[src/rtl/igen_pkg.sv]
// Shared types, constants and codes for the IPv4 header generator.
`default_nettype none

package igen_pkg;

    // Header layout
    localparam int unsigned HDR_WORDS      = 10;
    localparam int unsigned IDX_W          = 4;
    localparam logic [15:0] HDR_BYTES      = 16'd20;
    localparam logic [15:0] WORD_VER_IHL   = 16'h4500;
    localparam logic [15:0] WORD_FLAGS_DF  = 16'h4000;
    localparam logic [7:0]  TTL_VALUE      = 8'd64;
    localparam logic [15:0] WORD_TTL_BASE  = {TTL_VALUE, 8'h00};
    // Sum of the constant header words (version/IHL, flags, TTL byte)
    localparam logic [17:0] HDR_CONST_SUM  =
        {2'b00, WORD_VER_IHL} + {2'b00, WORD_FLAGS_DF} + {2'b00, WORD_TTL_BASE};

    // Word positions within the header
    localparam logic [IDX_W-1:0] IDX_VER_IHL = 4'd0;
    localparam logic [IDX_W-1:0] IDX_TOTAL   = 4'd1;
    localparam logic [IDX_W-1:0] IDX_IDENT   = 4'd2;
    localparam logic [IDX_W-1:0] IDX_FLAGS   = 4'd3;
    localparam logic [IDX_W-1:0] IDX_TTL     = 4'd4;
    localparam logic [IDX_W-1:0] IDX_CSUM    = 4'd5;
    localparam logic [IDX_W-1:0] IDX_SRC_HI  = 4'd6;
    localparam logic [IDX_W-1:0] IDX_SRC_LO  = 4'd7;
    localparam logic [IDX_W-1:0] IDX_DST_HI  = 4'd8;
    localparam logic [IDX_W-1:0] IDX_DST_LO  = 4'd9;

    // Configuration register indexes
    localparam int unsigned     CFG_IDX_W        = 1;
    localparam int unsigned     CFG_DATA_W       = 16;
    localparam logic [CFG_IDX_W-1:0] CFG_MAX_FRAME = 1'd0;
    localparam logic [CFG_IDX_W-1:0] CFG_OFFLOAD   = 1'd1;
    localparam logic [15:0]     MAX_FRAME_RESET  = 16'd1500;

    // Default depth of the descriptor queue
    localparam int unsigned IGEN_QUEUE_DEPTH = 2;

    typedef enum logic [1:0] {
        ST_OK       = 2'd0,
        ST_NO_ROUTE = 2'd1,
        ST_TOO_LONG = 2'd2
    } status_t;

    // Input transaction
    typedef struct packed {
        logic        route_found;
        logic [31:0] given_source;
        logic [31:0] route_source;
        logic [31:0] dest_address;
        logic [15:0] payload_length;
        logic [7:0]  protocol;
    } in_item_t;

    // Result transaction
    typedef struct packed {
        status_t          status;
        logic [15:0]      header_word;
        logic [IDX_W-1:0] word_index;
        logic             last;
    } out_item_t;

    // Classified request handed from front to back
    typedef struct packed {
        status_t     status;
        logic [15:0] total;
        logic [15:0] ident;
        logic [7:0]  protocol;
        logic [31:0] src;
        logic [31:0] dst;
        logic [17:0] hdr_sum;
        logic [17:0] addr_sum;
    } desc_t;

endpackage

`default_nettype wire

[src/rtl/igen_front.sv]
// Front end: accepts requests, checks route and length, assigns identification.
`default_nettype none

module igen_front (
    input  wire                   aclk,
    input  wire                   aresetn,
    input  wire                   s_valid,
    output logic                  s_ready,
    input  igen_pkg::in_item_t    s_data,
    input  wire  [15:0]           max_frame_length,
    output logic                  push_valid,
    input  wire                   push_ready,
    output igen_pkg::desc_t       push_data
);
    import igen_pkg::*;

    logic        in_valid_reg, in_valid_next;
    in_item_t    in_item_reg;
    logic [15:0] next_id_reg, next_id_next;

    logic [16:0] total;
    logic        too_long;
    logic [31:0] src;
    status_t     status;
    logic        push_fire;

    // Classification of the held request
    always_comb begin
        total    = {1'b0, in_item_reg.payload_length} + {1'b0, HDR_BYTES};
        too_long = !(total < {1'b0, max_frame_length});
        src      = (in_item_reg.given_source != 32'd0) ? in_item_reg.given_source
                                                       : in_item_reg.route_source;
        if (!in_item_reg.route_found) begin
            status = ST_NO_ROUTE;
        end else if (too_long) begin
            status = ST_TOO_LONG;
        end else begin
            status = ST_OK;
        end
    end

    // Descriptor with partial checksum sums
    always_comb begin
        push_data.status   = status;
        push_data.total    = total[15:0];
        push_data.ident    = next_id_reg;
        push_data.protocol = in_item_reg.protocol;
        push_data.src      = src;
        push_data.dst      = in_item_reg.dest_address;
        push_data.hdr_sum  = HDR_CONST_SUM + {2'b00, total[15:0]}
                           + {2'b00, next_id_reg} + {10'd0, in_item_reg.protocol};
        push_data.addr_sum = {2'b00, src[31:16]} + {2'b00, src[15:0]}
                           + {2'b00, in_item_reg.dest_address[31:16]}
                           + {2'b00, in_item_reg.dest_address[15:0]};
    end

    // Handshake: input stage refills as soon as it drains
    assign push_valid = in_valid_reg;
    assign push_fire  = in_valid_reg && push_ready;
    assign s_ready    = !in_valid_reg || push_ready;

    always_comb begin
        in_valid_next = in_valid_reg;
        if (s_valid && s_ready) begin
            in_valid_next = 1'b1;
        end else if (push_fire) begin
            in_valid_next = 1'b0;
        end
        next_id_next = next_id_reg;
        if (push_fire && (status == ST_OK)) begin
            next_id_next = next_id_reg + 16'd1;
        end
    end

    always_ff @(posedge aclk) begin
        if (!aresetn) begin
            in_valid_reg <= 1'b0;
            next_id_reg  <= 16'd0;
        end else begin
            in_valid_reg <= in_valid_next;
            next_id_reg  <= next_id_next;
        end
    end

    // Payload capture
    always_ff @(posedge aclk) begin
        if (s_valid && s_ready) begin
            in_item_reg <= s_data;
        end
    end

endmodule

`default_nettype wire

[src/rtl/igen_queue.sv]
// Small descriptor queue between the front and back ends.
`default_nettype none

module igen_queue #(
    parameter int unsigned DEPTH = igen_pkg::IGEN_QUEUE_DEPTH
) (
    input  wire                aclk,
    input  wire                aresetn,
    input  wire                push_valid,
    output logic               push_ready,
    input  igen_pkg::desc_t    push_data,
    output logic               pop_valid,
    input  wire                pop_ready,
    output igen_pkg::desc_t    pop_data
);
    import igen_pkg::*;

    localparam int unsigned PTR_W = (DEPTH > 1) ? $clog2(DEPTH) : 1;
    localparam int unsigned CNT_W = $clog2(DEPTH + 1);
    localparam logic [PTR_W-1:0] PTR_LAST = PTR_W'(DEPTH - 1);
    localparam logic [CNT_W-1:0] CNT_FULL = CNT_W'(DEPTH);

    desc_t            entry_reg [DEPTH];
    logic [PTR_W-1:0] wr_ptr_reg, wr_ptr_next;
    logic [PTR_W-1:0] rd_ptr_reg, rd_ptr_next;
    logic [CNT_W-1:0] count_reg, count_next;
    logic             push_fire, pop_fire;

    assign push_ready = (count_reg != CNT_FULL);
    assign pop_valid  = (count_reg != '0);
    assign push_fire  = push_valid && push_ready;
    assign pop_fire   = pop_valid && pop_ready;
    assign pop_data   = entry_reg[rd_ptr_reg];

    // Pointer and fill count update
    always_comb begin
        wr_ptr_next = wr_ptr_reg;
        rd_ptr_next = rd_ptr_reg;
        count_next  = count_reg;
        if (push_fire) begin
            wr_ptr_next = (wr_ptr_reg == PTR_LAST) ? '0 : wr_ptr_reg + 1'b1;
        end
        if (pop_fire) begin
            rd_ptr_next = (rd_ptr_reg == PTR_LAST) ? '0 : rd_ptr_reg + 1'b1;
        end
        if (push_fire && !pop_fire) begin
            count_next = count_reg + 1'b1;
        end else if (pop_fire && !push_fire) begin
            count_next = count_reg - 1'b1;
        end
    end

    always_ff @(posedge aclk) begin
        if (!aresetn) begin
            wr_ptr_reg <= '0;
            rd_ptr_reg <= '0;
            count_reg  <= '0;
        end else begin
            wr_ptr_reg <= wr_ptr_next;
            rd_ptr_reg <= rd_ptr_next;
            count_reg  <= count_next;
        end
    end

    // Entry storage
    always_ff @(posedge aclk) begin
        if (push_fire) begin
            entry_reg[wr_ptr_reg] <= push_data;
        end
    end

endmodule

`default_nettype wire

[src/rtl/igen_back.sv]
// Back end: finishes the checksum and streams header words or one error result.
`default_nettype none

module igen_back (
    input  wire                  aclk,
    input  wire                  aresetn,
    input  wire                  checksum_offload,
    input  wire                  pop_valid,
    output logic                 pop_ready,
    input  igen_pkg::desc_t      pop_data,
    output logic                 m_valid,
    input  wire                  m_ready,
    output igen_pkg::out_item_t  m_data
);
    import igen_pkg::*;

    desc_t            cur_reg;
    logic [15:0]      csum_reg, csum_next;
    logic             busy_reg, busy_next;
    logic [IDX_W-1:0] idx_reg, idx_next;
    logic             out_valid_reg, out_valid_next;
    out_item_t        out_reg, out_next;

    logic             out_free, emit, last_word, load;
    logic [18:0]      sum_full;
    logic [16:0]      fold1;
    logic [15:0]      fold2;
    logic [15:0]      word;

    // Folded ones' complement checksum of the incoming descriptor, or zero when offloaded
    always_comb begin
        sum_full  = {1'b0, pop_data.hdr_sum} + {1'b0, pop_data.addr_sum};
        fold1     = {14'd0, sum_full[18:16]} + {1'b0, sum_full[15:0]};
        fold2     = fold1[15:0] + {15'd0, fold1[16]};
        csum_next = checksum_offload ? 16'd0 : ~fold2;
    end

    // Sequencing
    assign out_free  = !out_valid_reg || m_ready;
    assign emit      = busy_reg && out_free;
    assign last_word = (cur_reg.status != ST_OK) || (idx_reg == IDX_DST_LO);
    assign pop_ready = !busy_reg || (emit && last_word);
    assign load      = pop_valid && pop_ready;

    // Header word select
    always_comb begin
        case (idx_reg)
            IDX_VER_IHL: word = WORD_VER_IHL;
            IDX_TOTAL:   word = cur_reg.total;
            IDX_IDENT:   word = cur_reg.ident;
            IDX_FLAGS:   word = WORD_FLAGS_DF;
            IDX_TTL:     word = WORD_TTL_BASE | {8'd0, cur_reg.protocol};
            IDX_CSUM:    word = csum_reg;
            IDX_SRC_HI:  word = cur_reg.src[31:16];
            IDX_SRC_LO:  word = cur_reg.src[15:0];
            IDX_DST_HI:  word = cur_reg.dst[31:16];
            IDX_DST_LO:  word = cur_reg.dst[15:0];
            default:     word = 16'd0;
        endcase
    end

    // Next state of sequencer and output register
    always_comb begin
        busy_next = busy_reg;
        idx_next  = idx_reg;
        if (load) begin
            busy_next = 1'b1;
            idx_next  = '0;
        end else if (emit) begin
            if (last_word) begin
                busy_next = 1'b0;
            end
            idx_next = idx_reg + 1'b1;
        end

        out_valid_next = out_valid_reg;
        if (emit) begin
            out_valid_next = 1'b1;
        end else if (m_ready) begin
            out_valid_next = 1'b0;
        end

        out_next = out_reg;
        if (emit) begin
            out_next.status = cur_reg.status;
            out_next.last   = last_word;
            if (cur_reg.status == ST_OK) begin
                out_next.header_word = word;
                out_next.word_index  = idx_reg;
            end else begin
                out_next.header_word = 16'd0;
                out_next.word_index  = '0;
            end
        end
    end

    always_ff @(posedge aclk) begin
        if (!aresetn) begin
            busy_reg      <= 1'b0;
            idx_reg       <= '0;
            out_valid_reg <= 1'b0;
        end else begin
            busy_reg      <= busy_next;
            idx_reg       <= idx_next;
            out_valid_reg <= out_valid_next;
        end
    end

    // Payload registers
    always_ff @(posedge aclk) begin
        out_reg <= out_next;
        if (load) begin
            cur_reg  <= pop_data;
            csum_reg <= csum_next;
        end
    end

    assign m_valid = out_valid_reg;
    assign m_data  = out_reg;

endmodule

`default_nettype wire

[src/rtl/ipv4_header_generator.sv]
// Top level: configuration registers and the front / queue / back chain.
//
//   Channel   Direction  Handshake           Payload
//   s_        in         s_valid / s_ready   igen_pkg::in_item_t (one send request)
//   m_        out        m_valid / m_ready   igen_pkg::out_item_t (one header word or error)
//   cfg_      in         cfg_wr_en           cfg_index, cfg_data (write only)
//
// A good request yields ten results, an error one result; the back end's
// one-word-per-cycle output, unless m_ready stalls it, sets the sustained rate.
// A request moves from the front input register through the queue into cur_reg.
// Reset is synchronous, active low, and clears control state and the id counter.
// The front and back stall independently; the queue absorbs up to QUEUE_DEPTH requests.
`default_nettype none

module ipv4_header_generator #(
    parameter int unsigned QUEUE_DEPTH = igen_pkg::IGEN_QUEUE_DEPTH
) (
    input  wire                                   aclk,
    input  wire                                   aresetn,
    input  wire                                   s_valid,
    output logic                                  s_ready,
    input  igen_pkg::in_item_t                    s_data,
    output logic                                  m_valid,
    input  wire                                   m_ready,
    output igen_pkg::out_item_t                   m_data,
    input  wire                                   cfg_wr_en,
    input  wire  [igen_pkg::CFG_IDX_W-1:0]        cfg_index,
    input  wire  [igen_pkg::CFG_DATA_W-1:0]       cfg_data
);
    import igen_pkg::*;

    logic [15:0] max_frame_reg, max_frame_next;
    logic        offload_reg, offload_next;

    logic  push_valid, push_ready, pop_valid, pop_ready;
    desc_t push_data, pop_data;

    // Configuration register writes
    always_comb begin
        max_frame_next = max_frame_reg;
        offload_next   = offload_reg;
        if (cfg_wr_en) begin
            case (cfg_index)
                CFG_MAX_FRAME: max_frame_next = cfg_data[15:0];
                CFG_OFFLOAD:   offload_next   = cfg_data[0];
                default:       ;
            endcase
        end
    end

    always_ff @(posedge aclk) begin
        if (!aresetn) begin
            max_frame_reg <= MAX_FRAME_RESET;
            offload_reg   <= 1'b0;
        end else begin
            max_frame_reg <= max_frame_next;
            offload_reg   <= offload_next;
        end
    end

    igen_front u_front (
        .aclk             (aclk),
        .aresetn          (aresetn),
        .s_valid          (s_valid),
        .s_ready          (s_ready),
        .s_data           (s_data),
        .max_frame_length (max_frame_reg),
        .push_valid       (push_valid),
        .push_ready       (push_ready),
        .push_data        (push_data)
    );

    igen_queue #(
        .DEPTH (QUEUE_DEPTH)
    ) u_queue (
        .aclk       (aclk),
        .aresetn    (aresetn),
        .push_valid (push_valid),
        .push_ready (push_ready),
        .push_data  (push_data),
        .pop_valid  (pop_valid),
        .pop_ready  (pop_ready),
        .pop_data   (pop_data)
    );

    igen_back u_back (
        .aclk             (aclk),
        .aresetn          (aresetn),
        .checksum_offload (offload_reg),
        .pop_valid        (pop_valid),
        .pop_ready        (pop_ready),
        .pop_data         (pop_data),
        .m_valid          (m_valid),
        .m_ready          (m_ready),
        .m_data           (m_data)
    );

endmodule

`default_nettype wire
[config.mk]
export PLATFORM = sky130hd
export DESIGN_NAME = ipv4_header_generator
export DESIGN_NICKNAME = d
export VERILOG_FILES = /design/src/rtl/igen_pkg.sv /design/src/rtl/igen_front.sv /design/src/rtl/igen_queue.sv /design/src/rtl/igen_back.sv /design/src/rtl/ipv4_header_generator.sv
export SDC_FILE = /design/constraint.sdc
export NUM_CORES = 1
export LEC_CHECK = 0
export ABC_AREA = 1
export BUFFER_PORTS_ARGS = -buffer_cell sky130_fd_sc_hd__buf_2
export CAP_MARGIN = 20
export CELL_PAD_IN_SITES_DETAIL_PLACEMENT = 0
export CELL_PAD_IN_SITES_GLOBAL_PLACEMENT = 2
export CORE_MARGIN = 5
export CORE_UTILIZATION = 42
export DETAILED_ROUTE_END_ITERATION = 12
export GPL_TIMING_DRIVEN = 0
export PLACE_DENSITY_LB_ADDON = 0.08
export SETUP_SLACK_MARGIN = 0.3
export SLEW_MARGIN = 40
export SYNTH_ARGS = -nofsm -noshare
export SYNTH_HDL_FRONTEND = slang
export SYNTH_SLANG_ARGS = --single-unit
export TNS_END_PERCENT = 100
[constraint.sdc]
create_clock -name aclk -period 14.5 [get_ports aclk]
set_clock_uncertainty 0.2 [all_clocks]
set_input_delay 2.175 -clock aclk [delete_from_list [all_inputs] [get_ports aclk]]
set_output_delay 2.175 -clock aclk [all_outputs]
set_load 0.02 [all_outputs]
==> impl_metrics.toml <==
[status]
status = "complete, no violations"

[placement]
gp_congestion = 0.843
dp_cells = 3295
portBuffers = 167
dp_hpwl_um = 56000
dp_slack_ns = 6.11

[floorplanning]
ioPinCount = 168
rows = 93
start_util_pct = 42.4
core_area_mm2 = 0.0645
chipWidth_um = 265
die_h_um = 265
dieArea_mm2 = 0.0703

[clock_tree]
root_buffer = "clkbuf_16"
cts_tree = "done"
cts.sinks = 595
cts_buffers = 69
h-tree-depth = 3
cts_hold_repair.buffers = 0
postCtsSetupBuffers = 0
cts.repair.resized = 0
worstSkewPairLatency_ns = 0.61
clock_path_buffers = 3
clkSlewWorstSetupHoldPaths_ns = 0.05

[logic_synthesis]
synth_area_mm2 = 0.0273
synth_cell_type_count = 48
yosysSeqAreaShare_pct = 63.7
postSynthCellCount = 2242
synth_top_area_share_pct = 60.4
yosys_register_bits = 595
synth_ff_type = "edfxtp_1"
async_flop_share_pct = 0
yosysTopAreaCell = "edfxtp_1"
synth.area.top_cells = "edfxtp_1 60%, nand2_1 5.9%, mux2_2 5.8%, ha_1 4.7%, inv_1 4.0%"
synth_nets = 2516
synth-edff-count = 550
avgSynthCellArea_um2 = 12.2
ys_warn_count = 0

[worst_setup_path]
crit_path_max_incr_delay_ns = 0.62
crit_path_top_delay_cell = "clkbuf_1"
path_common_cell = "nand2_1"
crit_path_start_kind = "register"
critPathTopFamily = "simple AND/OR/NAND/NOR gates"
crit_buf_inv = 6
cp_max_fo = 10
worst_ep_arrival_time_ns = 8.56
required_ns = 14.74
critPathKind = "register to register"
end_kind = "register"

[global_routing]
grt_overflow = 0
antenna_found_initial = 0
grt_pass1_vias = 17600
grt_first_pass_wirelength_um = 108000
grt_max_degree = 88
grt_usage_pct = 20.4

[job]
maxCapViolCount = 0

[final_layout]
nets = 2785
num_antenna_cells = 0
largest_reg_flops = 284
area_growth_pct = 17.3
drive_above_1_share_pct = 19.4
layout.cells.non_filler = 3417

[detailed_routing]
wl_per_cell_um = 21.2
ant_nets = 0
via_per_inst = 5.06
drt_iter0_markers = 1243
vias = 17300
drt_first_pass_iters = 5
wirelength_um = 72400
drcViolationCount = 0

[sta]
fmax_ghz = 0.120
fin_crit_sh_pct = 57.4
fin_crit_ns = 8.32
hold_viol = 0
rsz0062_at_grt = "false"
setup_violations = 0
slew_headroom_pct = 45.1
setup_slack_ns = 6.18
final-max-slew-violation-count = 0
tightest_slew_ns = 0.824

[power]
p_per_area_mw_per_mm2 = 208
leakage_nw = 12.7
vdd_ir_drop_max_mv = 0.113

[hold_path]
hold_class = "register to register"
## placed cells by master, fill, tap and decap left out, types with 10 or more instances in the layout
cell type	count
buf_2	170
clkbuf_16	69
bufinv_16	10
mux2_2	140
inv_1	287
a221oi_1	21
buf_8	27
fa_1	29
xnor2_1	21
xor2_1	50
nor2_2	10
nand2_2	13
nand4_1	47
dfxtp_1	45
clkbuf_1	45
ha_1	102
edfxtp_1	550
a21oi_1	114
nor2_1	96
clkinv_1	16
nand3_1	86
nor3_1	14
o21ai_0	53
nand2_1	430
## worst paths after layout
check	from	end	slack, ns	cells after the start
worst max-delay path	register	u_back.csum_reg[14]	6.18	43
worst min-delay path	u_back.cur_reg[140]	u_back.m_data[21]	0.25	0
worst max register to register	register	u_back.csum_reg[14]	6.18	43
worst min register to register	u_back.cur_reg[140]	u_back.m_data[21]	0.25	0
## metrics by stage
step | TNS [ns] | area [um2] | hold WS [ns] | total power, mW | util, %
4_1_cts | 0 | 32100 | 0.249 | 6.75 | 49.7
5_1_grt | 0 | 32100 | 0.266 | 7.10 | 49.7
3_3_place_gp | -7.08 | 29200 | 0.232 | 4.97 | 45.4
6_report | 0 | 32100 | 0.250 | 6.67 | 49.7
2_1_floorplan | 0 | 27300 | 0.225 | 4.18 | -
3_5_place_dp | 0 | 29800 | 0.236 | 4.96 | 46.2
## area by class of cell
class                      count  area [um2]
inverter                     296        1120
sequential                   595       17400
buffer                        40         164
multi-input combinational   1311        8690
clock inverter                38         494
fill                        5792       32400
timing repair buffer         198        1300
tap                          855        1070
clock buffer                  84        1790
## layer usage
| layer | GRT usage, % | share of wire, % | vias up |
|---|---|---|---|
| met1 | 30.0 | 48 | 8438 |
| met2 | 31.9 | 45 | 388 |
| li1 | - | - | 8384 |
| met5 | 0 | 0 | - |
| met4 | 5.10 | 2.4 | 0 |
| met3 | 3.39 | 4.4 | 94 |
## power by group
group / total (mW) / leakage (nW) / internal (mW) / switching [mW]
sequential: 2.52 / 5.54 / 2.40 / 0.119
combinational: 2.40 / 6.08 / 0.813 / 1.59
clock: 1.75 / 1.10 / 1.06 / 0.690
total: 6.67 / 12.7 / 4.27 / 2.40
## synthesized netlist by cell type, drive strengths merged, types with 8 or more instances
master / count
nand3: 95
a21oi: 116
mux2: 140
ha: 102
nor2: 111
o211ai: 9
nor3: 16
clkbuf: 37
fa: 29
xnor2: 21
dfxtp: 45
nand2: 444
a22o: 8
nand4: 47
a221oi: 22
edfxtp: 550
xor2: 50
inv: 294
o21ai: 56
## cells by family (layout without fill, tap and decap cells)
family	count (synthesis)	count (layout)	synth area share [%]
mux	140	140	5.77
compound gates	237	237	5.12
simple gates	732	732	11.7
buf+inv	336	656	4.64
xor+xnor	71	71	2.28
fa+ha+maj	131	131	6.79
flops	595	595	63.7
Power figures use the tool's default switching activity.
